==> config.mk <==
export PLATFORM = sky130hd
export DESIGN_NAME = compact_id_text_decoder
export DESIGN_NICKNAME = d
export VERILOG_FILES = /design/src/rtl/core/cidd_pkg.sv /design/src/rtl/core/cidd_char_class.sv /design/src/rtl/core/cidd_parse_core.sv /design/src/rtl/core/compact_id_text_decoder.sv
export SDC_FILE = /design/constraint.sdc
export NUM_CORES = 1
export LEC_CHECK = 0
export ABC_CLOCK_PERIOD_IN_PS = 16800
export BUFFER_PORTS_ARGS = -buffer_cell sky130_fd_sc_hd__buf_2
export CAP_MARGIN = 10
export CORE_ASPECT_RATIO = 1.4
export CORE_MARGIN = 2
export CORE_UTILIZATION = 70
export CTS_BUF_LIST = sky130_fd_sc_hd__clkbuf_8
export CTS_CLUSTER_DIAMETER = 40
export DETAILED_ROUTE_END_ITERATION = 16
export GPL_ROUTABILITY_DRIVEN = 0
export HOLD_SLACK_MARGIN = 0.15
export PLACE_DENSITY = 0.89
export SYNTH_ARGS = -nofsm -noshare
export SYNTH_HDL_FRONTEND = slang
export SYNTH_HIERARCHICAL = 1
export SYNTH_SLANG_ARGS = --single-unit
==> constraint.sdc <==
create_clock -name clock -period 16.8 [get_ports clock]
set_input_delay 0.84 -clock clock [delete_from_list [all_inputs] [get_ports clock]]
set_output_delay 0.84 -clock clock [all_outputs]
set_load 0.02 [all_outputs]
==> src/rtl/core/cidd_pkg.sv <==
`timescale 1ns / 1ps
// ----------------------------------------------------------------------------
// cidd_pkg: shared types and constants of the compact id text decoder
// Holds the parse phase encoding, the character class bundle, the result
// bundle and the fixed numeric limits of the id format.
// ----------------------------------------------------------------------------
package cidd_pkg;

   // Largest decimal base; also the weight of one suffix step in the id.
   localparam logic [13:0] BASE_LIMIT = 14'd9999;

   localparam logic [7:0] CHAR_NUL       = 8'h00;
   localparam logic [7:0] CHAR_SPACE     = 8'h20;
   localparam logic [7:0] CHAR_TAB       = 8'h09;
   localparam logic [7:0] CHAR_CR        = 8'h0D;
   localparam logic [7:0] CHAR_DIGIT_LO  = 8'h30;
   localparam logic [7:0] CHAR_DIGIT_HI  = 8'h39;
   localparam logic [7:0] CHAR_UPPER_LO  = 8'h41;
   localparam logic [7:0] CHAR_UPPER_HI  = 8'h5A;
   localparam logic [7:0] CHAR_LOWER_LO  = 8'h61;
   localparam logic [7:0] CHAR_LOWER_HI  = 8'h7A;

   typedef enum logic [4:0] {
      PH_LEAD   = 5'b00001,
      PH_DIGITS = 5'b00010,
      PH_SUFFIX = 5'b00100,
      PH_TRAIL  = 5'b01000,
      PH_ERROR  = 5'b10000
   } phase_type;

   typedef struct packed {
      logic       is_end;
      logic       is_space;
      logic       is_digit;
      logic       is_letter;
      logic [3:0] digit;
      logic [4:0] letter;
   } char_class_type;

   typedef struct packed {
      logic        ok;
      logic [63:0] id_value;
   } result_type;

   // Contribution of one suffix letter (1..26) to the id: letter * 9999.
   function automatic logic [17:0] letter_weight(input logic [4:0] letter);
      logic [17:0] weight;
      weight = 18'(letter) * 18'(BASE_LIMIT);
      return weight;
   endfunction

endpackage

==> src/rtl/core/cidd_char_class.sv <==
`timescale 1ns / 1ps
// ----------------------------------------------------------------------------
// cidd_char_class: byte classifier
// Sorts one text byte into end, whitespace, digit and letter classes and
// extracts the digit value and the bijective base-26 letter value.
// ----------------------------------------------------------------------------
module cidd_char_class (
   input  logic [7:0]              char_in,
   output cidd_pkg::char_class_type cls
);

   always_comb begin
      cls.is_end    = (char_in == cidd_pkg::CHAR_NUL);
      cls.is_space  = (char_in == cidd_pkg::CHAR_SPACE) ||
                      ((char_in >= cidd_pkg::CHAR_TAB) && (char_in <= cidd_pkg::CHAR_CR));
      cls.is_digit  = (char_in >= cidd_pkg::CHAR_DIGIT_LO) &&
                      (char_in <= cidd_pkg::CHAR_DIGIT_HI);
      cls.is_letter = ((char_in >= cidd_pkg::CHAR_UPPER_LO) &&
                       (char_in <= cidd_pkg::CHAR_UPPER_HI)) ||
                      ((char_in >= cidd_pkg::CHAR_LOWER_LO) &&
                       (char_in <= cidd_pkg::CHAR_LOWER_HI));
      // Digits sit at 0x30..0x39 and letters at 0x41/0x61 onward, so the low
      // bits already give the digit value and the letter value 1..26.
      cls.digit     = char_in[3:0];
      cls.letter    = char_in[4:0];
   end

endmodule

==> src/rtl/core/cidd_parse_core.sv <==
`timescale 1ns / 1ps
// ----------------------------------------------------------------------------
// cidd_parse_core: parse state and id accumulation
// Holds the phase, the decimal base and the running suffix*9999 product,
// advances them by one classified byte per step and forms the result
// when the end byte arrives.
// ----------------------------------------------------------------------------
module cidd_parse_core (
   input  logic                     clock,
   input  logic                     reset,
   input  logic                     step_en,
   input  cidd_pkg::char_class_type cls,
   output cidd_pkg::result_type     result
);

   cidd_pkg::phase_type phase_ff, phase_in;
   logic [13:0]         base_ff, base_in;
   // Suffix is kept already scaled by 9999; over_ff marks that the scaled
   // value has left the 64-bit range, which dooms the id.
   logic [63:0]         prod_ff, prod_in;
   logic                over_ff, over_in;

   logic [17:0]         digit_sum;
   logic [68:0]         prod_sum;
   logic [64:0]         id_sum;
   logic                phase_has_id;

   always_comb begin
      digit_sum = ({4'd0, base_ff} << 3) + ({4'd0, base_ff} << 1) + {14'd0, cls.digit};
      prod_sum  = ({5'd0, prod_ff} << 4) + ({5'd0, prod_ff} << 3) + ({5'd0, prod_ff} << 1)
                  + {51'd0, cidd_pkg::letter_weight(cls.letter)};
   end

   always_comb begin
      phase_in = phase_ff;
      base_in  = base_ff;
      prod_in  = prod_ff;
      over_in  = over_ff;
      if (step_en) begin
         if (cls.is_end) begin
            phase_in = cidd_pkg::PH_LEAD;
            base_in  = 14'd0;
            prod_in  = 64'd0;
            over_in  = 1'b0;
         end else begin
            unique case (phase_ff)
               cidd_pkg::PH_LEAD: begin
                  if (cls.is_space) begin
                     phase_in = cidd_pkg::PH_LEAD;
                  end else if (cls.is_digit) begin
                     if (digit_sum > 18'(cidd_pkg::BASE_LIMIT)) begin
                        phase_in = cidd_pkg::PH_ERROR;
                     end else begin
                        base_in  = digit_sum[13:0];
                        phase_in = cidd_pkg::PH_DIGITS;
                     end
                  end else begin
                     phase_in = cidd_pkg::PH_ERROR;
                  end
               end
               cidd_pkg::PH_DIGITS: begin
                  if (cls.is_digit) begin
                     if (digit_sum > 18'(cidd_pkg::BASE_LIMIT)) begin
                        phase_in = cidd_pkg::PH_ERROR;
                     end else begin
                        base_in  = digit_sum[13:0];
                        phase_in = cidd_pkg::PH_DIGITS;
                     end
                  end else if (base_ff == 14'd0) begin
                     phase_in = cidd_pkg::PH_ERROR;
                  end else if (cls.is_space) begin
                     phase_in = cidd_pkg::PH_TRAIL;
                  end else if (cls.is_letter) begin
                     prod_in  = prod_sum[63:0];
                     over_in  = over_ff | (|prod_sum[68:64]);
                     phase_in = cidd_pkg::PH_SUFFIX;
                  end else begin
                     phase_in = cidd_pkg::PH_ERROR;
                  end
               end
               cidd_pkg::PH_SUFFIX: begin
                  if (cls.is_space) begin
                     phase_in = cidd_pkg::PH_TRAIL;
                  end else if (cls.is_letter) begin
                     prod_in  = prod_sum[63:0];
                     over_in  = over_ff | (|prod_sum[68:64]);
                     phase_in = cidd_pkg::PH_SUFFIX;
                  end else begin
                     phase_in = cidd_pkg::PH_ERROR;
                  end
               end
               cidd_pkg::PH_TRAIL: begin
                  if (!cls.is_space) begin
                     phase_in = cidd_pkg::PH_ERROR;
                  end
               end
               default: begin
                  phase_in = cidd_pkg::PH_ERROR;
               end
            endcase
         end
      end
   end

   always_ff @(posedge clock) begin
      if (reset) begin
         phase_ff <= cidd_pkg::PH_LEAD;
         base_ff  <= 14'd0;
         prod_ff  <= 64'd0;
         over_ff  <= 1'b0;
      end else begin
         phase_ff <= phase_in;
         base_ff  <= base_in;
         prod_ff  <= prod_in;
         over_ff  <= over_in;
      end
   end

   always_comb begin
      phase_has_id = (phase_ff == cidd_pkg::PH_DIGITS) ||
                     (phase_ff == cidd_pkg::PH_SUFFIX) ||
                     (phase_ff == cidd_pkg::PH_TRAIL);
      id_sum          = {1'b0, prod_ff} + {51'd0, base_ff};
      result.ok       = phase_has_id && (base_ff != 14'd0) && !over_ff && !id_sum[64];
      result.id_value = result.ok ? id_sum[63:0] : 64'd0;
   end

endmodule

==> src/rtl/core/compact_id_text_decoder.sv <==
`timescale 1ns / 1ps
// ----------------------------------------------------------------------------
// compact_id_text_decoder: streaming compact id text decoder
// Parses decimal base plus letter suffix text, one byte per transfer, and
// returns ok and id = suffix * 9999 + base when the terminating zero arrives.
// ----------------------------------------------------------------------------
//
//   channel   direction   ports                          carries
//   req       in          req_valid req_stall            req_char_in
//   rsp       out         rsp_valid rsp_stall            rsp_ok rsp_id_value
//
// One byte is taken every cycle while no zero byte waits in the input register.
// A byte is registered in the input register, then the parse step updates the
// state; a zero byte's result is loaded into the result register when it steps.
// Reset is synchronous and returns the parser to leading whitespace with
// empty accumulators and both registers empty.
// A zero byte waits in the input register while the result register holds an
// untaken result; any other byte in the input register steps regardless of rsp_stall.
// ----------------------------------------------------------------------------
module compact_id_text_decoder (
   input  logic        clock,
   input  logic        reset,
   input  logic        req_valid,
   output logic        req_stall,
   input  logic [7:0]  req_char_in,
   output logic        rsp_valid,
   input  logic        rsp_stall,
   output logic        rsp_ok,
   output logic [63:0] rsp_id_value
);

   logic                     in_valid_ff, in_valid_in;
   logic [7:0]               in_char_ff;
   logic                     out_valid_ff, out_valid_in;
   logic                     out_ok_ff;
   logic [63:0]              out_id_ff;
   logic                     advance;
   logic                     out_free;
   cidd_pkg::char_class_type cls;
   cidd_pkg::result_type     result;

   cidd_char_class u_class (
      .char_in (in_char_ff),
      .cls     (cls)
   );

   cidd_parse_core u_core (
      .clock   (clock),
      .reset   (reset),
      .step_en (advance),
      .cls     (cls),
      .result  (result)
   );

   always_comb begin
      out_free     = !out_valid_ff || !rsp_stall;
      advance      = in_valid_ff && (!cls.is_end || out_free);
      req_stall    = in_valid_ff && !advance;
      in_valid_in  = req_stall ? in_valid_ff : req_valid;
      if (advance && cls.is_end) begin
         out_valid_in = 1'b1;
      end else begin
         out_valid_in = out_valid_ff && rsp_stall;
      end
   end

   always_ff @(posedge clock) begin
      if (reset) begin
         in_valid_ff  <= 1'b0;
         out_valid_ff <= 1'b0;
      end else begin
         in_valid_ff  <= in_valid_in;
         out_valid_ff <= out_valid_in;
      end
   end

   always_ff @(posedge clock) begin
      if (req_valid && !req_stall) begin
         in_char_ff <= req_char_in;
      end
      if (advance && cls.is_end) begin
         out_ok_ff <= result.ok;
         out_id_ff <= result.id_value;
      end
   end

   assign rsp_valid    = out_valid_ff;
   assign rsp_ok       = out_ok_ff;
   assign rsp_id_value = out_id_ff;

endmodule

== Word-level counts from Yosys, hierarchy flattened ==
Cells that the tools add are included.

* Word-level logic and storage cells: 97
* Bits in read-only memories: 0
* Register bits after elaboration: 159
* Bits of input ports: 12
* Memory bits (writable): 0
* Output and inout port bits: 67
* Memories: 0
* Latch bits: 0

* Divide/modulo/power cells: 0
* Reductions and logical operators: 34
* Equal/unequal tests: 9
* Magnitude comparators: 9
* Multiply operators: 1
* Shift operators: 0
* Muxes and demuxes: 28
* Add/sub/neg operators: 6
* Bitwise operators: 1

{| class="wikitable"
|+ Operator list
! operator !! count
|-
| 2-to-1 mux 64 bit || 5
|-
| case mux 64 bit (2 select lines) || 1
|-
| adder 68 x 67 -> 69 bit || 1
|-
| adder 69 x 18 -> 69 bit || 1
|-
| adder 69 x 65 -> 69 bit || 1
|-
| adder 64 x 14 -> 65 bit || 1
|-
| 2-to-1 mux 14 bit || 4
|-
| 2-to-1 mux 5 bit || 9
|-
| case mux 14 bit (2 select lines) || 1
|-
| case mux 5 bit (4 select lines) || 1
|-
| adder 17 x 15 -> 18 bit || 1
|-
| adder 18 x 4 -> 18 bit || 1
|-
| > comparator 18 x 14 -> 1 bit, second input constant || 1
|-
| multiplier 5 x 14 -> 18 bit, second input constant || 1
|-
| greater-or-equal comparator 8 x 7 -> 1 bit, second input constant || 2
|-
| less-or-equal comparator 8 x 7 -> 1 bit, second input constant || 2
|-
| zero test 14 bit || 1
|-
| nonzero test 14 bit || 1
|-
| logical AND 1 bit || 12
|-
| != test 3 bit, second input constant || 4
|-
| equality test 8 x 6 -> 1 bit, second input constant || 1
|-
| greater-or-equal comparator 8 x 4 -> 1 bit, second input constant || 1
|-
| greater-or-equal comparator 8 x 6 -> 1 bit, second input constant || 1
|-
| less-or-equal comparator 8 x 4 -> 1 bit, second input constant || 1
|-
| other kinds (16) || 33
|}

== Depth between registers and ports, before layout ==
Gate-level depths: netlist of the first run.

* Depth after elaboration: 11
* Depth in mapped cells: 31
* Depth with buffers taken out: 29

== Hierarchy ==
Netlist of the first run, hierarchy kept.

{| class="wikitable"
|+ Modules (own cells, without submodules)
! module !! seq. area each (um^2) !! area an instance (um^2) !! times used !! cells an instance
|-
| cidd_parse_core || 1681.6 || 13743.2 || 1 || 1676
|-
| compact_id_text_decoder || 2232.1 || 2284.7 || 1 || 86
|-
| cidd_char_class || 0.0 || 173.9 || 1 || 25
|}

== Worst setup path before layout of the first run ==
Ideal clock, no wire load.

* Kind: register to register
* From: reg in_char_ff[2]
* To: reg u_core.prod_ff[55]
* Setup time: 0.122 ns
* Arrival: 7.167 ns
* Setup slack: 9.511 ns
* Data required time: 16.678 ns
* Clock period less this slack: 7.289 ns
* Stages on the path, launching flop included: 31
* Path buffers: 2
* Cell sequence: edfxtp_1 -> buf_4 -> fa_1 -> fa_1 -> ha_1 -> ha_1 -> a21o_1 -> a21oi_1 -> o21bai_1 -> a21oi_1 -> o21bai_1 -> a21oi_1 -> o211ai_1 -> a31o_2 -> a21oi_1 -> xnor2_1 -> fa_1 -> inv_1 -> fa_1 -> inv_1 -> ha_1 -> buf_2 -> nand3_1 -> a2111o_2 -> a31oi_4 -> o311ai_4 -> a31oi_2 -> a31o_1 -> a31oi_1 -> and4_1 -> a311o_1

* Longest elaborated chain between the ends: 9
* Elaborated cells between the ends (all ways): 31
* Classes of those cells: 1 x add/sub; 1 x mul; 8 x order compare; 3 x eq/ne; 6 x mux; 12 x reduce/logical

{| class="wikitable"
|+ RTL lines
! what !! line !! RTL
|-
| start: declaration || compact_id_text_decoder.sv:33 || <nowiki>logic [7:0] in_char_ff;</nowiki>
|-
| start signal: assignment || compact_id_text_decoder.sv:79 || <nowiki>in_char_ff <= req_char_in;</nowiki>
|-
| parallel branches: the longest is 9 deep, another holds adder 69 x 18 -> 69 bit || n/a ||
|-
| end signal: assignment || cidd_parse_core.sv:114 || <nowiki>prod_ff <= prod_in;</nowiki>
|-
| end: declaration || cidd_parse_core.sv:20 || <nowiki>logic [63:0] prod_ff, prod_in;</nowiki>
|}

Parallel ways; which one is timed is not known. The select of a mux whose other input is x is not followed.
A chain may end at the register's enable or synchronous reset.

== Worst setup path after layout of the first run ==
* From: reg in_char_ff[2]
* To: reg u_core.over_ff

* Longest elaborated chain between the ends: 10
* Elaborated cells between the ends (all ways): 33
* Classes of those cells: 1 x add/sub; 1 x mul; 8 x order compare; 3 x eq/ne; 6 x mux; 1 x bitwise; 13 x reduce/logical

{| class="wikitable"
|+ RTL lines
! what !! line !! RTL
|-
| multiplier 5 x 14 -> 18 bit || cidd_pkg.sv:48 || <nowiki>weight = 18'(letter) * 18'(BASE_LIMIT);</nowiki>
|-
| adder 69 x 18 -> 69 bit || cidd_parse_core.sv:31 || <nowiki>+ {51'd0, cidd_pkg::letter_weight(cls.letter)};</nowiki>
|-
| OR reduction 5 bit || cidd_parse_core.sv:75, cidd_parse_core.sv:86 ||
|-
| OR 1 bit || cidd_parse_core.sv:75, cidd_parse_core.sv:86 ||
|-
| 2-to-1 mux 1 bit || cidd_parse_core.sv:73, cidd_parse_core.sv:84 ||
|-
| 2-to-1 mux 1 bit || cidd_parse_core.sv:71 || <nowiki>end else if (cls.is_space) begin</nowiki>
|-
| 2-to-1 mux 1 bit || cidd_parse_core.sv:69 || <nowiki>end else if (base_ff == 14'd0) begin</nowiki>
|-
| 2-to-1 mux 1 bit || cidd_parse_core.sv:62 || <nowiki>if (cls.is_digit) begin</nowiki>
|-
| case mux 1 bit (2 select lines) || cidd_parse_core.sv:46 || <nowiki>unique case (phase_ff)</nowiki>
|-
| 2-to-1 mux 1 bit || cidd_parse_core.sv:40 || <nowiki>if (cls.is_end) begin</nowiki>
|-
| end signal: assignment || cidd_parse_core.sv:115 || <nowiki>over_ff <= over_in;</nowiki>
|-
| end: declaration || cidd_parse_core.sv:21 || <nowiki>logic over_ff, over_in;</nowiki>
|}

Parallel ways exist; a longest one is shown, timed or not. The select of a mux whose other input is x is not followed.

==> results of run 1 <==
[how the worst max path moves through the flow]
stage                                                 end  slack, ns
final                         u_core/over_ff$_SDFFE_PP0P_       8.51
after global routing          u_core/over_ff$_SDFFE_PP0P_       8.14
after CTS                     u_core/over_ff$_SDFFE_PP0P_       8.71
after detailed placement      u_core/over_ff$_SDFFE_PP0P_       8.73
after global placement        u_core/over_ff$_SDFFE_PP0P_       9.09
after floorplan           u_core/prod_ff[55]$_SDFFE_PP0P_       9.51
[state kept, by name, summed over array words and instances, names as in the netlist]
signal and flops:
in_char_ff 8, in_valid_ff 1, rsp_id_value 64, rsp_ok 1
rsp_valid 1, u_core/base_ff 14, u_core/over_ff 1, u_core/phase_ff 5
u_core/prod_ff 64
[area by class of cell]
class,instances,area share [%]
clock buffer,18,1.44
clock inverter,14,0.888
inverter,143,3.12
multi-input combinational,1425,66.9
sequential,159,22.8
tap,301,2.19
timing repair buffer,87,2.66
[cells by family (layout without fill, tap and decap cells)]
logic type | count (synthesis) | after routing | synth area share, %
AO/OA/AOI/OAI | 438 | 438 | 18.5
XOR/XNOR | 136 | 136 | 7.35
adder cells (fa/ha/maj) | 328 | 328 | 29.3
buffers and inverters | 203 | 262 | 5.00
flip-flops | 159 | 159 | 24.2
multiplexers | 3 | 3 | 0.193
AND/OR/NAND/NOR | 520 | 520 | 15.5
[where the power goes]
| part | internal (W) | switching (W) | leakage [nW] |
|---|---|---|---|
| combinational | 0.000105 | 0.000166 | 6.48 |
| clock | 0.000149 | 0.000154 | 0.212 |
| sequential | 0.000404 | 0.00000472 | 1.48 |
| total | 0.000657 | 0.000324 | 8.17 |
[through the flow]
stage          cells  cell area [sq um]  hold WS, ns  util [%]  total power (W)
5_1_grt         2147              17200        0.476      76.0          0.00103
3_5_place_dp    2115              16800        0.524      74.3         0.000678
3_3_place_gp    2115              16800        0.522      74.3         0.000662
4_1_cts         2147              17200        0.484      76.0         0.000977
6_report        2147              17200        0.494      76.0         0.000981
2_1_floorplan   1787              16200        0.462         -         0.000619
[placed cells by master (no fill, tap or decap), types with 6 or more instances in the layout]
cell type	netlist	final
nand3b_1	7	7
xor2_1	50	50
or3_1	7	7
and4_1	7	7
nand2_1	100	100
nor4_1	11	11
o22ai_1	6	6
edfxtp_1	73	73
xnor2_1	86	86
nand3_1	51	51
nor2b_1	18	17
and2_1	8	8
a21boi_0	6	6
nand4_1	26	26
o2bb2ai_1	10	10
nor3_1	36	36
buf_4	9	9
nand2b_1	11	11
a21o_1	38	37
o31ai_1	8	8
o21a_1	13	13
nor2_1	191	191
o21bai_1	27	27
a21oi_1	123	121
and3_1	19	19
fa_1	85	85
dfxtp_1	86	86
a22oi_1	44	44
o21ai_0	67	67
buf_2	11	78
inv_1	143	147
a31oi_1	16	16
clkbuf_8	0	18
o211ai_1	9	9
a211oi_1	7	7
ha_1	243	243
[per-layer routing]
layer  up-vias  share of wire (%)
li1       6463                  -
met1      6708                 35
met2       749                 50
met3       260                6.9
met4         0                8.1
met5         -                  0
[worst max-delay path, delay by kind of cell (launching register included)]
family	cells	cell delay [ns]
AO/OA/AOI/OAI	17	4.01
flip-flops	1	0.59
buffers and inverters	2	0.09
adder cells (fa/ha/maj)	7	3.14
XOR/XNOR	1	0.11
AND/OR/NAND/NOR	1	0.23
==> run_results.csv, run 1 <==
group,metric,value,unit
setup_path,crit_fanout,11,
global_route,overflow,0,
sta,fin_tns_setup,0,ns
setup_path,cp_data_required_time,17.20,ns
sta,report.final.slew_viol_count,0,
logic_synthesis,netlist.top_cell.by_area,"ha_1",
logic_synthesis,ys.flop_type,"dfxtp_1",
sta,finalCritPeriodShare,49.4,%
logic_synthesis,synth_top_area_share,18.8,%
logic_synthesis,ys_types,97,
setup_path,reg2reg_to,"u_core/over_ff$_SDFFE_PP0P_",
global_route,grt_use_total,35.7,%
logic_synthesis,ys_top_cells_by_area,"ha_1 (19%), edfxtp_1 (14%), dfxtp_1 (11%)",
global_route,met1_usage,37.5,%
final_layout,nFillCells,1587,
sta,skew,0.0242,ns
sta,fin_ws,8.51,ns
final_layout,multiInputGateArea,0.0115,sq mm
place,io_buffers,78,
logic_synthesis,synth_warnings,6,
logic_synthesis,yosysMostFrequentCell,"ha_1",
global_route,grtUsageMet2,63.1,%
global_route,grt-busiest-layer,"met2",
place,place_hpwl,32500,um
logic_synthesis,synth_seq_cells,159,
sta,fmax,121,MHz
min_path,hp-class,"in2reg",
clocking,postCtsResizedCells,0,
global_route,grt_pass1_wl,69400,um
sta,rsz0062_at_grt,"false",
logic_synthesis,synthTopCellsByCount,"ha_1 (243), nor2_1 (191), inv_1 (143)",
final_layout,drive_gt1_share,8.56,%
logic_synthesis,synth_area_per_cell,9.07,sq um
clocking,clockRootBuffer,"clkbuf_8",
min_path,whs_endpoint,"in_char_ff[3]$_DFFE_PP_",
setup_path,ff2ff_path_depth,28,
clocking,cts_buffer_depth,2,
clocking,cts_setup_buffers,0,
clocking,cts_buffers,17,
floorplanning,chipWidth,133,um
detailed_routing,drt-total-wl,42600,um
floorplanning,die_height,184,um
clocking,holdBufCountCts,0,
sta,final_hold_viol_count,0,
setup_path,worstSetupEndpointType,"flop",
logic_synthesis,syn_nets,2127,
clocking,clk_latency,0.51,ns
setup_path,crit_arrival,8.69,ns
final_layout,syn2layout_area_growth,6.12,%
floorplanning,fp.dieArea,0.0244,sq mm
detailed_routing,avgViaCountPerCell,6.60,
setup_path,critical_path_class,"reg2reg",
global_route,grt_max_degree,66,
final_layout,regArea,0.00391,sq mm
power,irDropWorstVdd,49.2,uV
run,cap_violations,0,
sta,finalSetupViolCount,0,
logic_synthesis,netlist_area,0.0162,sq mm
global_route,use_met3,6.62,%
floorplanning,start_util,71.7,%
setup_path,slowest_stage,"fa_1",
logic_synthesis,ys_seq_area_share,24.2,%
sta,worst_pin_slew,0.930,ns
floorplanning,coreArea,0.0226,sq mm
clocking,tritoncts,"yes",
min_path,hold-path-cell-count,1,
detailed_routing,drc,0,
detailed_routing,vias,14180,
clocking,clk_pin_slew_worst_paths,0.11,ns
floorplanning,boundaryPins,79,
place,pre_cts_ws,8.73,ns
global_route,grt_pass1_vias,14410,
detailed_routing,antenna_left,0,
setup_path,slowest_delay,0.68,ns
logic_synthesis,synth_edf_count,73,
setup_path,regToRegSetupSlack,8.51,ns
run_status,status,"complete, no violations",
clocking,clock-sinks,159,
global_route,antenna_found_initial,0,
setup_path,r2r_start,"in_char_ff[2]$_DFFE_PP_",
final_layout,diodes,0,
min_path,holdCritStartpoint,"req_char_in[3]",
detailed_routing,detail_route.wl_per_cell,19.8,um
clocking,htree_levels,4,
power,power_density,57.1,mW/mm^2
logic_synthesis,synthCells,1787,
detailed_routing,dr.pass1.iters,6,
setup_path,setup.worst_path.start,"in_char_ff[2]$_DFFE_PP_",
sta,min_period,8.29,ns
floorplanning,row_count,65,
detailed_routing,drt_iter0_markers,1180,
logic_synthesis,synthArstFlopShare,0,%
final_layout,nets,2173,
setup_path,cp-start-kind,"flop",
sta,slew_headroom,36.4,%
power,leakagePower,8.17,nW
No activity file was read; power rests on OpenSTA's default activity.
==> inputs of run 2 (changes only) <==
--- a/config.mk
+++ b/config.mk
@@ -5,18 +5,18 @@
 export SDC_FILE = /design/constraint.sdc
 export NUM_CORES = 1
 export LEC_CHECK = 0
-export ABC_CLOCK_PERIOD_IN_PS = 16800
+export ABC_CLOCK_PERIOD_IN_PS = 7900
 export BUFFER_PORTS_ARGS = -buffer_cell sky130_fd_sc_hd__buf_2
 export CAP_MARGIN = 10
 export CORE_ASPECT_RATIO = 1.4
 export CORE_MARGIN = 2
-export CORE_UTILIZATION = 70
+export CORE_UTILIZATION = 65
 export CTS_BUF_LIST = sky130_fd_sc_hd__clkbuf_8
 export CTS_CLUSTER_DIAMETER = 40
 export DETAILED_ROUTE_END_ITERATION = 16
 export GPL_ROUTABILITY_DRIVEN = 0
 export HOLD_SLACK_MARGIN = 0.15
-export PLACE_DENSITY = 0.89
+export PLACE_DENSITY = 0.84
 export SYNTH_ARGS = -nofsm -noshare
 export SYNTH_HDL_FRONTEND = slang
 export SYNTH_HIERARCHICAL = 1
==> constraint.sdc (replaced) <==
create_clock -name clock -period 7.9 [get_ports clock]
set_input_delay 0.395 -clock clock [delete_from_list [all_inputs] [get_ports clock]]
set_output_delay 0.395 -clock clock [all_outputs]
set_load 0.02 [all_outputs]
==> run_results.csv, run 2 (synthesized netlist as in run 1, its figures left out) <==
group,metric,value,unit
clocking,clock-sinks,159,
run_status,status,"complete, no violations",
final_layout,final_common_cell,"ha_1",
detailed_routing,avgViaCountPerCell,6.36,
sta,worst_pin_slew,1.15,ns
global_route,grt_use_total,32.7,%
final_layout,nets,2192,
sta,final_hold_viol_count,0,
setup_path,slowest_delay,0.52,ns
floorplanning,boundaryPins,79,
power,p_seq_share,42.9,%
clocking,cts_buffers,17,
setup_path,regToRegSetupSlack,0.19,ns
setup_path,crit_fanout,6,
run,cap_violations,0,
clocking,cts_buffer_depth,2,
power,power_density,116,mW/mm^2
setup_path,crit_arrival,8.10,ns
sta,finalCritPeriodShare,97.6,%
place,place_hpwl,32100,um
global_route,use_met3,6.14,%
power,p_int,0.00133,W
sta,fin_ws,0.186,ns
global_route,overflow,0,
clocking,clk_pin_slew_worst_paths,0.09,ns
power,p_total,0.00202,W
detailed_routing,drc,0,
floorplanning,fp.dieArea,0.0262,sq mm
power,power_frac_comb,29.2,%
floorplanning,chipWidth,137,um
detailed_routing,vias,13875,
detailed_routing,detail_route.wl_per_cell,19.1,um
final_layout,drive_gt1_share,9.81,%
sta,fmax,130,MHz
min_path,hp-class,"in2reg",
global_route,grt_pass1_vias,14151,
place,placed_area,0.0168,sq mm
final_layout,stdcell_area,0.0174,sq mm
final_layout,nFillCells,1861,
setup_path,slowest_stage,"or4_4",
detailed_routing,drt_iter0_markers,908,
final_layout,syn2layout_area_growth,7.53,%
clocking,clk_latency,0.50,ns
clocking,tritoncts,"yes",
power,irDropWorstVdd,122,uV
place,io_buffers,78,
sta,slew_headroom,22.9,%
sta,report.final.slew_viol_count,0,
sta,hold_ws,0.204,ns
place,pre_cts_ws,-0.0528,ns
floorplanning,start_util,65.9,%
floorplanning,row_count,68,
setup_path,cp_data_required_time,8.28,ns
global_route,grtUsageMet2,56.8,%
floorplanning,coreArea,0.0246,sq mm
sta,finalSetupViolCount,0,
final_layout,final_cell_mix,"ha_1 (241), nor2_1 (191), inv_1 (149)",
power,leakagePower,8.24,nW
sta,min_period,7.71,ns
setup_path,critical_path_class,"reg2reg",
power,p_switching,0.000682,W
detailed_routing,antenna_left,0,
global_route,met1_usage,35.1,%
global_route,antenna_found_initial,0,
global_route,grt_max_degree,66,
sta,skew,0.0163,ns
final_layout,diodes,0,
setup_path,worstSetupEndpointType,"flop",
clocking,clockRootBuffer,"clkbuf_8",
power,netSwitchingFraction,33.8,%
floorplanning,die_height,191,um
clocking,htree_levels,4,
detailed_routing,drt-total-wl,41700,um
global_route,grt_pass1_wl,67100,um
global_route,grt-busiest-layer,"met2",
power,clkPwrFrac,27.9,%
setup_path,cp-start-kind,"flop",
detailed_routing,dr.pass1.iters,5,
final_layout,utilization,70.9,%
[run 2: cell types whose count changed in the layout (fill, tap and decap cells not counted), moves of 3 or more]
cell           previous run  this run
a21oi_1                 121       118
dlygate4sd3_1             0         9
a21oi_2                   4         7
buf_4                     9        19
[run 2: routing by layer]
| metal | vias to the layer above | part of all wire, % |
|---|---|---|
| met3 | 205 | 5.8 |
| met1 | 6588 | 37 |
| met2 | 585 | 50 |
| met4 | 0 | 7.4 |
| met5 | - | 0 |
| li1 | 6497 | - |
[run 2: cell type report]
cell class                 instances  area, sq um  share of cell area [%]
sequential                       159         3910                    22.5
tap                              315          394                    2.26
clock buffer                      17          234                    1.34
multi-input combinational       1425        11600                    66.6
timing repair buffer             106          623                    3.58
inverter                         143          537                    3.08
clock inverter                    15          110                   0.632
[run 2: critical path, delay by kind of cell, from the launching register on]
kind | cells | cell delay (ns)
AOI/OAI and AO/OA | 17 | 3.32
adders and majority gates | 7 | 2.76
and+or+nand+nor | 3 | 0.78
DFF | 1 | 0.46
buffers and inverters | 3 | 0.29
[run 2: repair_timing]
action	in CTS	in global routing
buffers inserted	0	5
pin swaps	0	3
gates resized for setup	6	14
setup endpoints to repair	1	26
hold buffers	9	0
hold endpoints to repair	9	0
[run 2: final timing paths]
kind,from,to,cells past startpoint
setup / recovery,in_char_ff[2]$_DFFE_PP_,u_core/over_ff$_SDFFE_PP0P_,30
hold / removal,rsp_stall,rsp_valid$_SDFF_PP0_,3
setup reg to reg,in_char_ff[2]$_DFFE_PP_,u_core/over_ff$_SDFFE_PP0P_,30
hold reg to reg,u_core/base_ff[12]$_SDFFE_PP0P_,u_core/base_ff[12]$_SDFFE_PP0P_,2
[run 2: power by group through the flow]
stage	clock [W]	sequential, W	combinational (W)
2_1_floorplan	0	0.000881	0.000435
3_3_place_gp	0	0.000885	0.000525
3_5_place_dp	0	0.000885	0.000555
4_1_cts	0.000571	0.000866	0.000560
5_1_grt	0.000604	0.000867	0.000649
6_report	0.000563	0.000866	0.000588
[run 2: through the flow]
step	std cells	setup TNS [ns]
floorplan	1787	0
global placement	2134	0
detailed placement	2134	-0.0528
CTS	2175	0
global route	2180	-0.0543
finish	2180	0
